File: config.mk
export PLATFORM = sky130hd
export DESIGN_NAME = breath_flow_volume_monitor
export DESIGN_NICKNAME = d
export VERILOG_FILES = /design/src/bfvm_pkg.sv /design/src/breath_flow_volume_monitor.sv
export SDC_FILE = /design/constraint.sdc
export NUM_CORES = 1
export LEC_CHECK = 0
export CORE_MARGIN = 3
export CORE_UTILIZATION = 40
export DETAILED_ROUTE_END_ITERATION = 10
export DONT_BUFFER_PORTS = 1
export PLACE_DENSITY_LB_ADDON = 0.3
export SLEW_MARGIN = 20
export SYNTH_ARGS = -nofsm -noshare
export SYNTH_HDL_FRONTEND = slang
export SYNTH_SLANG_ARGS = --single-unit
File: constraint.sdc
create_clock -name clk -period 8.71 [get_ports clk]
set_clock_uncertainty 0.15 [all_clocks]
set_input_delay 0.4355 -clock clk [delete_from_list [all_inputs] [get_ports clk]]
set_output_delay 0.4355 -clock clk [all_outputs]
set_load 0.01 [all_outputs]
File: src/bfvm_pkg.sv
// shared widths, constants and types of the breath flow volume monitor
// no dependencies; imported by the top level and its checker
package bfvm_pkg;

  localparam int FLOW_W   = 13;
  localparam int GAIN_W   = 16;
  localparam int HZ_W     = 10;
  localparam int VOL_W    = 16;
  localparam int RATE_W   = 16;
  localparam int MV_W     = 24;
  localparam int BELOW_W  = 8;
  localparam int ACC_W    = 32;

  localparam int END_COUNT_LIMIT = 10;
  localparam int ELAPSED_WIDTH   = 24;

  // flow times gain, signed
  localparam int VPROD_W    = FLOW_W + GAIN_W;
  // 1/16 breaths per minute: 60 s * 16
  localparam int RATE_SCALE = 960;
  localparam int DIVIDEND_W = $clog2(RATE_SCALE * ((1 << HZ_W) - 1) + 1);
  localparam int MV_PROD_W  = RATE_W + VOL_W;
  localparam int MV_SHIFT   = 4;
  localparam int CNT_W      = $clog2(DIVIDEND_W + 1);

  localparam int DATA_W = 32;
  localparam int ADDR_W = 5;
  localparam int IDX_W  = ADDR_W - 2;

  localparam int THRESHOLD_LOW_RST     = 80;
  localparam int THRESHOLD_HIGH_RST    = 160;
  localparam int SAMPLE_RATE_HZ_RST    = 33;
  localparam int VOLUME_GAIN_RST       = 2069;
  localparam int RATE_MIN_RST          = 272;
  localparam int RATE_MAX_RST          = 352;
  localparam int MINUTE_VOLUME_MIN_RST = 5000;
  localparam int MINUTE_VOLUME_MAX_RST = 8000;

  typedef enum logic [IDX_W-1:0] {
    REG_THRESHOLD_LOW,
    REG_THRESHOLD_HIGH,
    REG_SAMPLE_RATE_HZ,
    REG_VOLUME_GAIN,
    REG_RATE_MIN,
    REG_RATE_MAX,
    REG_MINUTE_VOLUME_MIN,
    REG_MINUTE_VOLUME_MAX
  } reg_idx_t;

  typedef enum logic [1:0] {
    ST_IDLE,
    ST_CALC,
    ST_MV,
    ST_DONE
  } state_t;

endpackage

File: src/breath_flow_volume_monitor.sv
// breath flow volume monitor: volume integration, breath detection, rate and alarms
// depends on bfvm_pkg; checked by bfvm_checker, bound in its own file
//
// One flow sample in, one result out. After a sample is accepted, in_ready
// returns once its result is loaded into the output register. An ordinary
// sample runs the serial multiplier that forms flow times volume_gain one
// gain bit per cycle (16 steps); a breath start adds the restoring divider
// for the respiratory rate, one quotient bit per cycle (20 steps, running
// alongside the multiplier), and a 16-step shift-add for minute volume. A
// finished result sits in an output register, so the next sample is taken
// while it waits for out_ready.
// Configuration is written over the APB port at byte address 4*index and
// should only change while no transaction is in flight.
module breath_flow_volume_monitor
  import bfvm_pkg::*;
(
  input  logic                     clk,
  input  logic                     rst,
  // configuration port
  input  logic                     psel,
  input  logic                     penable,
  input  logic                     pwrite,
  input  logic [ADDR_W-1:0]        paddr,
  input  logic [DATA_W-1:0]        pwdata,
  output logic [DATA_W-1:0]        prdata,
  output logic                     pready,
  // sample channel
  input  logic                     in_valid,
  output logic                     in_ready,
  input  logic signed [FLOW_W-1:0] flow_sample,
  // result channel
  output logic                     out_valid,
  input  logic                     out_ready,
  output logic [VOL_W-1:0]         current_volume,
  output logic [VOL_W-1:0]         tidal_volume_out,
  output logic [RATE_W-1:0]        rate_out,
  output logic [MV_W-1:0]          minute_volume_out,
  output logic                     rate_alarm,
  output logic                     volume_alarm,
  output logic                     breath_start,
  output logic                     breath_end
);

  localparam logic [ELAPSED_WIDTH-1:0] ELAPSED_MAX = '1;

  // configuration registers
  logic signed [FLOW_W-1:0] threshold_low;
  logic signed [FLOW_W-1:0] threshold_high;
  logic [HZ_W-1:0]          sample_rate_hz;
  logic [GAIN_W-1:0]        volume_gain;
  logic [RATE_W-1:0]        rate_min;
  logic [RATE_W-1:0]        rate_max;
  logic [MV_W-1:0]          minute_volume_min;
  logic [MV_W-1:0]          minute_volume_max;

  // breath state
  logic                     in_inspiration;
  logic [BELOW_W-1:0]       below_count;
  logic [ACC_W-1:0]         volume_accum;
  logic [VOL_W-1:0]         tidal_volume;
  logic [ELAPSED_WIDTH-1:0] samples_since_start;
  logic [RATE_W-1:0]        rate_reg;
  logic [MV_W-1:0]          minute_volume_reg;
  logic [1:0]               alarm_flags;

  // sequencer
  state_t                   state;
  state_t                   state_next;
  logic [CNT_W-1:0]         step;
  logic                     started;
  logic                     ended;

  // serial volume multiplier
  logic signed [VPROD_W-1:0] vprod;
  logic signed [VPROD_W-1:0] mcand;
  logic [GAIN_W-1:0]         gain_sh;

  // restoring divider for the rate
  logic [DIVIDEND_W-1:0]     dvd_sh;
  logic [ELAPSED_WIDTH-1:0]  div_sor;
  logic [ELAPSED_WIDTH-1:0]  rem;
  logic [DIVIDEND_W-1:0]     quot;

  // serial minute volume multiplier
  logic [RATE_W-1:0]         mv_mlt;
  logic [MV_PROD_W-1:0]      mv_mcand;
  logic [MV_PROD_W-1:0]      mv_acc;

  // control strobes
  logic accept;
  logic calc_last;
  logic mv_last;
  logic out_free;
  logic out_load;

  //--------------------------------------------------------------------------
  // configuration port
  //--------------------------------------------------------------------------
  reg_idx_t cfg_idx;
  logic     cfg_wr;

  assign pready  = 1'b1;
  assign cfg_idx = reg_idx_t'(paddr[ADDR_W-1:2]);
  assign cfg_wr  = psel && penable && pwrite && pready;

  always_ff @(posedge clk) begin
    if (rst) begin
      threshold_low     <= FLOW_W'(THRESHOLD_LOW_RST);
      threshold_high    <= FLOW_W'(THRESHOLD_HIGH_RST);
      sample_rate_hz    <= HZ_W'(SAMPLE_RATE_HZ_RST);
      volume_gain       <= GAIN_W'(VOLUME_GAIN_RST);
      rate_min          <= RATE_W'(RATE_MIN_RST);
      rate_max          <= RATE_W'(RATE_MAX_RST);
      minute_volume_min <= MV_W'(MINUTE_VOLUME_MIN_RST);
      minute_volume_max <= MV_W'(MINUTE_VOLUME_MAX_RST);
    end else if (cfg_wr) begin
      case (cfg_idx)
        REG_THRESHOLD_LOW:     threshold_low     <= pwdata[FLOW_W-1:0];
        REG_THRESHOLD_HIGH:    threshold_high    <= pwdata[FLOW_W-1:0];
        REG_SAMPLE_RATE_HZ:    sample_rate_hz    <= pwdata[HZ_W-1:0];
        REG_VOLUME_GAIN:       volume_gain       <= pwdata[GAIN_W-1:0];
        REG_RATE_MIN:          rate_min          <= pwdata[RATE_W-1:0];
        REG_RATE_MAX:          rate_max          <= pwdata[RATE_W-1:0];
        REG_MINUTE_VOLUME_MIN: minute_volume_min <= pwdata[MV_W-1:0];
        REG_MINUTE_VOLUME_MAX: minute_volume_max <= pwdata[MV_W-1:0];
        default: ;
      endcase
    end
  end

  // read back; thresholds return their raw two's complement bits
  always_comb begin
    case (cfg_idx)
      REG_THRESHOLD_LOW:     prdata = DATA_W'($unsigned(threshold_low));
      REG_THRESHOLD_HIGH:    prdata = DATA_W'($unsigned(threshold_high));
      REG_SAMPLE_RATE_HZ:    prdata = DATA_W'(sample_rate_hz);
      REG_VOLUME_GAIN:       prdata = DATA_W'(volume_gain);
      REG_RATE_MIN:          prdata = DATA_W'(rate_min);
      REG_RATE_MAX:          prdata = DATA_W'(rate_max);
      REG_MINUTE_VOLUME_MIN: prdata = DATA_W'(minute_volume_min);
      REG_MINUTE_VOLUME_MAX: prdata = DATA_W'(minute_volume_max);
      default:               prdata = '0;
    endcase
  end

  //--------------------------------------------------------------------------
  // breath detection, evaluated in the accept cycle
  //--------------------------------------------------------------------------
  logic [ELAPSED_WIDTH-1:0] sss_inc;
  logic                     flow_lo;
  logic                     flow_hi;
  logic [BELOW_W-1:0]       bc_inc;
  logic                     end_hit;
  logic                     insp_after_end;
  logic                     start_hit;
  logic [DIVIDEND_W-1:0]    dvd_init;

  always_comb begin
    // elapsed count includes this sample and saturates
    sss_inc = (samples_since_start == ELAPSED_MAX) ? samples_since_start
                                                   : samples_since_start + 1'b1;
    flow_lo = flow_sample < threshold_low;
    flow_hi = flow_sample > threshold_high;
    // low samples are counted only during inspiration; the count clears when the breath ends
    bc_inc  = (in_inspiration && flow_lo) ? below_count + 1'b1 : below_count;
    end_hit = in_inspiration && (bc_inc > BELOW_W'(END_COUNT_LIMIT));
    insp_after_end = in_inspiration && !end_hit;
    // a high sample starts a breath only outside inspiration or on the sample that ends it
    start_hit = flow_hi && !insp_after_end;
    dvd_init  = DIVIDEND_W'(sample_rate_hz) * DIVIDEND_W'(RATE_SCALE);
  end

  //--------------------------------------------------------------------------
  // divider step and result shaping
  //--------------------------------------------------------------------------
  logic [ELAPSED_WIDTH:0]   trial;
  logic [ELAPSED_WIDTH+1:0] diff;
  logic                     div_ge;
  logic [DIVIDEND_W-1:0]    quot_next;
  logic [RATE_W-1:0]        rate_sat;

  always_comb begin
    trial     = {rem, dvd_sh[DIVIDEND_W-1]};
    diff      = {1'b0, trial} - {2'b00, div_sor};
    div_ge    = !diff[ELAPSED_WIDTH+1];
    quot_next = {quot[DIVIDEND_W-2:0], div_ge};
    // the last quotient bit enters here, so the rate is taken from quot_next
    rate_sat  = (|quot_next[DIVIDEND_W-1:RATE_W]) ? '1 : quot_next[RATE_W-1:0];
  end

  logic signed [ACC_W+1:0] vol_sum;
  logic [ACC_W-1:0]        acc_next;
  logic [MV_W-1:0]         mv_sat;
  logic                    rate_alarm_new;
  logic                    vol_alarm_new;

  always_comb begin
    vol_sum = $signed({2'b00, volume_accum})
            + $signed({{(ACC_W+2-VPROD_W){vprod[VPROD_W-1]}}, vprod});
    // clamp at zero, saturate at the top of the accumulator
    if (vol_sum[ACC_W+1]) begin
      acc_next = '0;
    end else if (vol_sum[ACC_W]) begin
      acc_next = '1;
    end else begin
      acc_next = vol_sum[ACC_W-1:0];
    end
    mv_sat = (|mv_acc[MV_PROD_W-1:MV_W+MV_SHIFT]) ? '1
                                                  : mv_acc[MV_W+MV_SHIFT-1:MV_SHIFT];
    // strict windows
    rate_alarm_new = !((rate_reg > rate_min) && (rate_reg < rate_max));
    vol_alarm_new  = !((mv_sat > minute_volume_min) && (mv_sat < minute_volume_max));
  end

  //--------------------------------------------------------------------------
  // sequencer
  //--------------------------------------------------------------------------
  assign out_free  = !out_valid || out_ready;
  assign calc_last = started ? (step == CNT_W'(DIVIDEND_W - 1))
                             : (step == CNT_W'(GAIN_W - 1));
  assign mv_last   = step == CNT_W'(RATE_W - 1);

  always_ff @(posedge clk) begin
    if (rst) begin
      state <= ST_IDLE;
    end else begin
      state <= state_next;
    end
  end

  // next state
  always_comb begin
    state_next = state;
    case (state)
      ST_IDLE: if (in_valid) state_next = ST_CALC;
      ST_CALC: if (calc_last) state_next = started ? ST_MV : ST_DONE;
      ST_MV:   if (mv_last) state_next = ST_DONE;
      ST_DONE: if (out_free) state_next = ST_IDLE;
      default: state_next = ST_IDLE;
    endcase
  end

  // control outputs
  always_comb begin
    in_ready = 1'b0;
    out_load = 1'b0;
    case (state)
      ST_IDLE: in_ready = 1'b1;
      ST_DONE: out_load = out_free;
      default: ;
    endcase
  end

  assign accept = in_valid && in_ready;

  // step counter, cleared on accept and at the end of the calculation phase
  always_ff @(posedge clk) begin
    if (rst) begin
      step <= '0;
    end else if (accept || (state == ST_CALC && calc_last)) begin
      step <= '0;
    end else if (state == ST_CALC || state == ST_MV) begin
      step <= step + 1'b1;
    end
  end

  //--------------------------------------------------------------------------
  // breath state and datapath
  //--------------------------------------------------------------------------
  always_ff @(posedge clk) begin
    if (rst) begin
      in_inspiration      <= 1'b0;
      below_count         <= '0;
      volume_accum        <= '0;
      tidal_volume        <= '0;
      samples_since_start <= '0;
      rate_reg            <= '0;
      minute_volume_reg   <= '0;
      alarm_flags         <= '0;
      started             <= 1'b0;
      ended               <= 1'b0;
    end else begin
      if (accept) begin
        samples_since_start <= start_hit ? '0 : sss_inc;
        below_count         <= end_hit ? '0 : bc_inc;
        in_inspiration      <= insp_after_end || flow_hi;
        started             <= start_hit;
        ended               <= end_hit;
        // tidal latch: the accumulator restarts before this sample is added
        if (end_hit) begin
          tidal_volume <= volume_accum[ACC_W-1:ACC_W-VOL_W];
          volume_accum <= '0;
        end
      end
      if (state == ST_CALC && calc_last && started) begin
        rate_reg <= rate_sat;
      end
      if (out_load) begin
        volume_accum <= acc_next;
        if (started) begin
          minute_volume_reg <= mv_sat;
          alarm_flags       <= {vol_alarm_new, rate_alarm_new};
        end
      end
    end
  end

  // shift registers of the serial units; payload only, no reset
  always_ff @(posedge clk) begin
    if (accept) begin
      mcand   <= {{(VPROD_W-FLOW_W){flow_sample[FLOW_W-1]}}, flow_sample};
      gain_sh <= volume_gain;
      vprod   <= '0;
      dvd_sh  <= dvd_init;
      div_sor <= sss_inc;
      rem     <= '0;
      quot    <= '0;
    end else if (state == ST_CALC) begin
      // one gain bit per cycle
      if (step < CNT_W'(GAIN_W)) begin
        if (gain_sh[0]) begin
          vprod <= vprod + mcand;
        end
        mcand   <= mcand <<< 1;
        gain_sh <= gain_sh >> 1;
      end
      // one quotient bit per cycle
      if (started) begin
        rem    <= div_ge ? diff[ELAPSED_WIDTH-1:0] : trial[ELAPSED_WIDTH-1:0];
        quot   <= quot_next;
        dvd_sh <= dvd_sh << 1;
      end
      if (calc_last) begin
        mv_mlt   <= rate_sat;
        mv_mcand <= MV_PROD_W'(tidal_volume);
        mv_acc   <= '0;
      end
    end else if (state == ST_MV) begin
      // rate times tidal volume, one rate bit per cycle
      if (mv_mlt[0]) begin
        mv_acc <= mv_acc + mv_mcand;
      end
      mv_mcand <= mv_mcand << 1;
      mv_mlt   <= mv_mlt >> 1;
    end
  end

  //--------------------------------------------------------------------------
  // output register
  //--------------------------------------------------------------------------
  always_ff @(posedge clk) begin
    if (rst) begin
      out_valid <= 1'b0;
    end else if (out_load) begin
      out_valid <= 1'b1;
    end else if (out_ready) begin
      out_valid <= 1'b0;
    end
  end

  always_ff @(posedge clk) begin
    if (out_load) begin
      current_volume    <= acc_next[ACC_W-1:ACC_W-VOL_W];
      tidal_volume_out  <= tidal_volume;
      rate_out          <= rate_reg;
      minute_volume_out <= started ? mv_sat : minute_volume_reg;
      rate_alarm        <= started ? rate_alarm_new : alarm_flags[0];
      volume_alarm      <= started ? vol_alarm_new : alarm_flags[1];
      breath_start      <= started;
      breath_end        <= ended;
    end
  end

endmodule

# == Word-level counts from Yosys, hierarchy flattened ==
# Index checks and enable logic that the tools add are counted.
# totals
elab_cells,171
reg_bits,576
inputBits,57
output_inout_bits,111
# op_classes
order_cmp,8
eq_ne,17
n_reduce_logical,52
addsub,7
multipliers,1
n_bitwise,1
mux,46
# ops
op,n
$mux 32,12
$pmux 32 s8,1
$mux 24,5
$mux 16,7
$mux 29,3
$mux 20,3
$add 33x29->34,1
$add 32x32->32,1
$add 29x29->29,1
$reduce_and 2->1,14
$sub 25x24->26,1
$add 24x1->24 const B,1
$eq 24x24->1 const B,1
$gt 24x24->1,1
$lt 24x24->1,1
$gt 16x16->1,1
$lt 16x16->1,1
$mux 8,2
$reduce_bool 2->1,8
$mul 10x4->14 const B,1
$gt 13x13->1,1
$lt 13x13->1,1
$eq 3x3->1 const B,4
$logic_and 1x1->1,11
other kinds (23),49

# == Depth between registers and ports, before layout ==
# Gate-level depths: netlist (run 1).
# logic_depth
depth_word,10
mapped_depth,15
ltp_nobuf,13

# == Worst setup path after synthesis (run 1) ==
# No wires, ideal clock.
# synth_path
path_type,flip-flop to flip-flop
start,reg state[1]
end,"reg gain_sh[0], enable pin"
synth_period_minus_slack_ps,4513
required_ps,8050
setup_time_ps,510
slack_ps,4197
stages_incl_launch_ff,5
t_arrival_ps,3854
n_path_buf,0
cell_sequence,dfxtp_1 inv_1 ha_1 inv_1 o21ai_0
# synth_via
elab_chain_cells,5
elab_cells_between_ends,7
classes_between,eq/ne: 1; mux: 1; reduce/logical: 5
# synth_rtl
item,line,rtl
"start, declared",breath_flow_volume_monitor.sv:67,state_t state;
"start signal, assigned",breath_flow_volume_monitor.sv:227,state <= state_next;
$logic_not 2->1,breath_flow_volume_monitor.sv:247,case (state)
$mux 1,breath_flow_volume_monitor.sv:247,
$logic_and 1x1->1,breath_flow_volume_monitor.sv:254,assign accept = in_valid && in_ready;
$reduce_bool 2->1 (no source line),--,
$reduce_and 2->1 (no source line) (*),--,
"end signal, assigned",breath_flow_volume_monitor.sv:312,gain_sh <= volume_gain;
"end signal, assigned",breath_flow_volume_monitor.sv:325,gain_sh <= gain_sh >> 1;
"end, declared",breath_flow_volume_monitor.sv:76,logic [GAIN_W-1:0] gain_sh;
# Every way passes the cells marked *; elsewhere a longest branch is shown, timed or not.
# A chain may end at the register's enable or synchronous reset.

# == Final worst setup path (run 1) ==
# layout_path
start,reg mv_acc[31]
end,reg volume_alarm (data pin)
# layout_via
elab_chain_cells,6
elab_cells_between_ends,7
classes_between,order compare: 2; mux: 2; reduce/logical: 3
# layout_rtl
item,line,rtl
"start, declared",breath_flow_volume_monitor.sv:87,logic [MV_PROD_W-1:0] mv_acc;
"start signal, assigned",breath_flow_volume_monitor.sv:341,mv_acc <= mv_acc + mv_mcand;
$reduce_or 4->1 (*),breath_flow_volume_monitor.sv:208,mv_sat = (|mv_acc[MV_PROD_W-1:MV_W+MV_SHIFT]) ? '1
$mux 24 (*),breath_flow_volume_monitor.sv:208,
$gt 24x24->1 / $lt 24x24->1 (equally long branches),breath_flow_volume_monitor.sv:212,vol_alarm_new = !((mv_sat > minute_volume_min) && (mv_sat < minute_volume_max));
$logic_and 1x1->1 (*),breath_flow_volume_monitor.sv:212,
$logic_not 1->1 (*),breath_flow_volume_monitor.sv:212,
$mux 1 (*),breath_flow_volume_monitor.sv:368,volume_alarm <= started ? vol_alarm_new : alarm_flags[1];
"end signal, assigned",breath_flow_volume_monitor.sv:368,
"end, declared",breath_flow_volume_monitor.sv:39,"output logic volume_alarm,"
# Marks and branches as above.

==> impl_metrics.json, run 1 <==
{
  "outcome": "finished, final reports clean",
  "hp-start": "rst",
  "rsz0062_at_grt": "no",
  "area_delta_synth_final_pct": 12.0,
  "path_class": "register to register",
  "h-tree-depth": 3,
  "numCtsBuffers": 67,
  "io_pins": 168,
  "final_util": 0.453,
  "die_x_um": 289,
  "path_max_fanout": 24,
  "hold_viol": 0,
  "p_per_area_mw_per_mm2": 273,
  "yosysMostFrequentCell": "nand2_1",
  "grt_pass1_vias": 24000,
  "min_period_over_period": 0.539,
  "r2r_end": "volume_alarm",
  "r2r-start": "mv_acc[31]",
  "fillCellCount": 7648,
  "period_needed_ns": 4.70,
  "wl_per_cell_um": 19.3,
  "syn_inst": 3575,
  "ff_latch_area_sq_mm": 0.0139,
  "synth_edf_count": 239,
  "multi_input_area_sq_mm": 0.0167,
  "nets": 3864,
  "design_area_sq_mm": 0.0358,
  "place_ws_ns": 4.12,
  "yosysWarnings": 0,
  "setup_tns_ns": 0,
  "dieArea_sq_mm": 0.0835,
  "first_iter_violations": 1951,
  "grt_max_degree": 178,
  "gp_congestion": 0.859,
  "drt-pass1-iter-count": 6,
  "gr-total-overflow": 0,
  "post_cts_buffers": 0,
  "ys_ff_latch": 576,
  "holdPathEnd": "samples_since_start[20]",
  "synth_common_cells": "nand2_1 (554), nor2_1 (368), a21oi_1 (347), dfxtp_1 (337), ha_1 (244)",
  "yosysSeqAreaShare": 0.435,
  "clock_latency_ns": 0.60,
  "worstMarginPinSlew_ns": 1.08,
  "grt_pass1_wl_um": 139000,
  "drive_gt1_frac": 0.0548,
  "async_flop_share": 0,
  "synth_top_area_frac": 0.224,
  "timing.hold.worst.class": "input pin to register",
  "place_area_sq_mm": 0.0329,
  "worstHoldPathCells": 2,
  "ys_types": 89,
  "required_ns": 8.86,
  "finalPower_uw": 9780,
  "synth_area_leaders": "edfxtp_1 (22%), dfxtp_1 (21%), ha_1 (9.5%), nand2_1 (6.5%), a21oi_1 (5.4%)",
  "syn_area_sq_mm": 0.0320,
  "cts_tree": "done",
  "synth_flop_cell": "dfxtp_1",
  "syn_area_per_cell_sq_um": 8.95,
  "vdd_drop_max_mv": 0.168,
  "clock-root-buffer": "clkbuf_16",
  "clkSinkCount": 576,
  "drv_cap": 0,
  "fp-row-count": 103,
  "drc": 0,
  "top_regs": "mv_acc x32, mv_mcand x32, volume_accum x32",
  "initial_core_util": 0.405,
  "vias_per_cell": 5.49,
  "start_kind": "register",
  "die_h_um": 289,
  "reg2reg_depth": 13,
  "io_buffers": 0,
  "p_leak_uw": 0.0140,
  "slew_violations": 0,
  "setup_violations": 0,
  "r2r_slack_ns": 4.01,
  "synth_area_leader_cell": "edfxtp_1",
  "clk_pin_slew_ns": 0.06,
  "fp.coreArea_sq_mm": 0.0791,
  "antenna_found_initial": 5,
  "end_kind": "register",
  "slew_headroom": 0.281,
  "fin_ws_ns": 4.01,
  "max_freq_mhz": 213,
  "clockBufferDepth": 3,
  "wirelength_um": 89900,
  "dpl.hpwl_um": 62200,
  "ant_nets": 0,
  "vias": 25500,
  "arrival_ns": 4.85,
  "grt_usage": 0.212
}
[kinds of logic after synthesis]
group | after synthesis | share of synthesized area
flops | 576 | 0.435
simple gates | 1249 | 0.170
mux | 98 | 0.0333
xor+xnor | 112 | 0.0306
fa+ha+maj | 265 | 0.108
buf+inv | 387 | 0.0478
compound gates | 886 | 0.174
other cells | 2 | 0.000235
[power breakdown]
group	internal, uW	switching [uW]
clock	1870	1190
combinational	1120	1860
sequential	3450	280
[per-layer routing]
layer / vias up / wire, um / track usage
li1: 12600 / - / -
met1: 12000 / 40800 / 0.290
met2: 769 / 40300 / 0.333
met3: 154 / 5530 / 0.0360
met4: 0 / 3310 / 0.0842
met5: - / 0 / 0
[cell type report]
class / count / area share
Tap cell: 1050 / 0.0367
Antenna cell: 3 / 0.000209
Multi-Input combinational cell: 2619 / 0.466
Clock inverter: 32 / 0.0128
Inverter: 204 / 0.0215
Clock buffer: 92 / 0.0540
Sequential cell: 576 / 0.388
Timing Repair Buffer: 74 / 0.0201
[stage by stage]
stage	hold WS (ns)	std cells
CTS	0.0140	4645
floorplan	0.259	3582
detailed placement	0.298	4468
global route	0.0900	4649
finish	0.0936	4650
global placement	0.293	4468
[critical path: stages, from the launching register on]
cell,delay (ns)
edfxtp_1,0.39
or4_1,0.99
nor2_1,0.46
inv_1,0.12
ha_1,0.30
nand4_1,0.13
nor2_1,0.20
nand3_1,0.10
nor4_1,0.38
nand4_1,0.18
o221ai_1,0.19
a41oi_1,0.06
a2111oi_0,0.57
a21oi_1,0.15
[placed cells by master (no fill, tap or decap), types with 19 or more instances in the layout]
cell	instances
mux2i_1	76
nand2_1	553
nor2_1	362
inv_1	201
o211ai_1	34
a22o_1	24
fa_1	21
xor2_1	47
nand3_1	58
edfxtp_1	239
nor3_1	48
a211oi_1	68
o21a_1	23
nor2b_1	48
clkbuf_16	72
o21ai_0	146
a21o_1	75
and3_1	31
dfxtp_1	336
xnor2_1	65
nand4_1	28
ha_1	243
dlygate4sd3_1	53
buf_4	19
a21oi_1	344
nand2b_1	26
[worst max path at each step]
stage | endpoint | slack (ns) | from
2_1_floorplan | gain_sh[0] | 4.20 | state[1]
3_3_place_gp | volume_alarm | 4.07 | mv_acc[31]
3_5_place_dp | volume_alarm | 4.12 | mv_acc[31]
4_1_cts | volume_alarm | 4.07 | mv_acc[31]
5_1_grt | volume_alarm | 3.58 | mv_acc[31]
6_report | volume_alarm | 4.01 | mv_acc[31]
[what timing repair did]
action / in CTS / in global routing
hold buffers: 53 / 1
gates resized for setup: 0 / 0
endpoints found under the hold margin: 221 / 7
Power figures use the tool's default switching activity.
==> run 2, diff against run 1 <==
==> constraint.sdc (replaced) <==
create_clock -name clk -period 4.36 [get_ports clk]
set_clock_uncertainty 0.15 [all_clocks]
set_input_delay 0.218 -clock clk [delete_from_list [all_inputs] [get_ports clk]]
set_output_delay 0.218 -clock clk [all_outputs]
set_load 0.01 [all_outputs]
==> impl_metrics.json, run 2 (synthesis results as in run 1) <==
{
  "end_kind": "register",
  "violations": "negative hold slack",
  "first_iter_violations": 1992,
  "dieArea_sq_mm": 0.0835,
  "critPathMaxStageDelay_ns": 0.78,
  "drv_cap": 0,
  "hold_viol": 4,
  "required_ns": 4.55,
  "wirelength_um": 90400,
  "clkSinkCount": 576,
  "drive_gt1_frac": 0.0573,
  "post_cts_buffers": 0,
  "slew_headroom": 0.266,
  "vias": 25700,
  "place_area_sq_mm": 0.0330,
  "whs_ns": -0.0185,
  "h-tree-depth": 3,
  "path_max_fanout": 9,
  "ant_nets": 0,
  "fp-row-count": 103,
  "grt_max_degree": 180,
  "antenna_found_initial": 7,
  "setup_violations": 0,
  "gr-total-overflow": 0,
  "fp.coreArea_sq_mm": 0.0791,
  "grt_pass1_vias": 23900,
  "cp_cell_sequence": "or4_1 > nor2_1 > inv_1 > ha_1 > nand4_1 > nor2_1 > nand3_1 > nor4_2 > nand4_1 > o221ai_1 > a41oi_1 > a2111oi_2 > a21oi_1",
  "io_pins": 168,
  "drt-pass1-iter-count": 7,
  "holdPathEnd": "threshold_high[12]",
  "grt_pass1_wl_um": 139000,
  "final_util": 0.452,
  "area_delta_synth_final_pct": 11.8,
  "r2r_slack_ns": 0.35,
  "io_buffers": 0,
  "r2r_end": "volume_alarm",
  "path_buf_inv": 1,
  "initial_core_util": 0.405,
  "final_common_cell": "nand2_1",
  "die_h_um": 289,
  "place_inst": 4482,
  "wl_per_cell_um": 19.4,
  "start_kind": "register",
  "worstMarginPinSlew_ns": 1.10,
  "min_period_over_period": 0.921,
  "slew_violations": 0,
  "reg2reg_depth": 13,
  "instances_no_fill": 4667,
  "worstHoldPathCells": 2,
  "path_class": "register to register",
  "clockBufferDepth": 3,
  "grt_usage": 0.213,
  "clk_pin_slew_ns": 0.07,
  "clock-root-buffer": "clkbuf_16",
  "crit_family": "simple AND/OR/NAND/NOR gates",
  "top_regs": "mv_acc x32, mv_mcand x32, volume_accum x32",
  "drc": 0,
  "p_per_area_mw_per_mm2": 533,
  "outcome": "complete, but fails checks",
  "r2r-start": "mv_acc[31]",
  "design_area_sq_mm": 0.0358,
  "max_freq_mhz": 249,
  "slowest_stage": "or4_1",
  "hp-start": "rst",
  "setup_tns_ns": 0,
  "gp_congestion": 0.889,
  "arrival_ns": 4.20,
  "dpl.hpwl_um": 63400,
  "vdd_drop_max_mv": 0.352,
  "clock_latency_ns": 0.61,
  "fillCellCount": 7697,
  "die_x_um": 289,
  "finalPower_uw": 19100,
  "layout_common_cells": "nand2_1 (553), nor2_1 (363), a21oi_1 (344), dfxtp_1 (336), ha_1 (243)",
  "timing.hold.worst.class": "input pin to register",
  "period_needed_ns": 4.01,
  "cts_tree": "done",
  "numCtsBuffers": 67,
  "p_leak_uw": 0.0140,
  "vias_per_cell": 5.50,
  "nets": 3879
}
[run 2: how the worst max path moves through the flow]
stage / start / endpoint / slack (ns) / cells past startpoint
2_1_floorplan: state[0] / mv_acc[0] / 0.25 / 8
3_3_place_gp: mv_acc[31] / volume_alarm / 0.16 / 13
3_5_place_dp: mv_acc[31] / volume_alarm / 0.04 / 13
4_1_cts: mv_acc[31] / volume_alarm / 0.08 / 13
5_1_grt: mv_acc[31] / volume_alarm / -0.02 / 13
6_report: mv_acc[31] / volume_alarm / 0.35 / 13
[run 2: through the flow]
step,worst slack (ns),hold WS [ns]
6_report,0.345,-0.0185
5_1_grt,-0.0244,0.0146
4_1_cts,0.0792,0.00409
3_5_place_dp,0.0438,0.200
3_3_place_gp,0.156,0.194
2_1_floorplan,0.252,0.192
[run 2: metal layers]
metal / share of wire / GRT usage / vias up
met5: 0.00014 / 0 / -
met4: 0.029 / 0.0693 / 2
met3: 0.068 / 0.0372 / 146
met2: 0.46 / 0.343 / 756
met1: 0.45 / 0.292 / 12200
li1: - / - / 12600
[run 2: what timing repair did]
item | in CTS | in global routing
endpoints found under the hold margin | 246 | 0
setup endpoints to repair | 0 | 2
resized for setup | 0 | 3
hold buffers | 56 | 0
[run 2: worst register-to-register path, delay by kind of cell (launching register included)]
family | cells | cell delay, ns
adder cells (fa/ha/maj) | 1 | 0.30
AO/OA/AOI/OAI | 4 | 0.74
buffers and inverters | 1 | 0.09
flip-flops | 1 | 0.41
AND/OR/NAND/NOR | 7 | 2.05
[run 2: final cells by class]
cell class                      count  area, sq um  area share
Antenna cell                        5         12.5    0.000350
Clock buffer                       92         1930      0.0538
Clock inverter                     32          263     0.00734
Inverter                          204          769      0.0215
Multi-Input combinational cell   2619        16700       0.467
Sequential cell                   576        13900       0.389
Tap cell                         1050         1310      0.0367
Timing Repair Buffer               89          851      0.0238
[run 2: power by group]
part           leakage (uW)  internal, uW  switching [uW]
logic               0.00792          2280            3750
clock network       0.00107          3250            2350
registers           0.00500          6900             567
total                0.0140         12400            6660
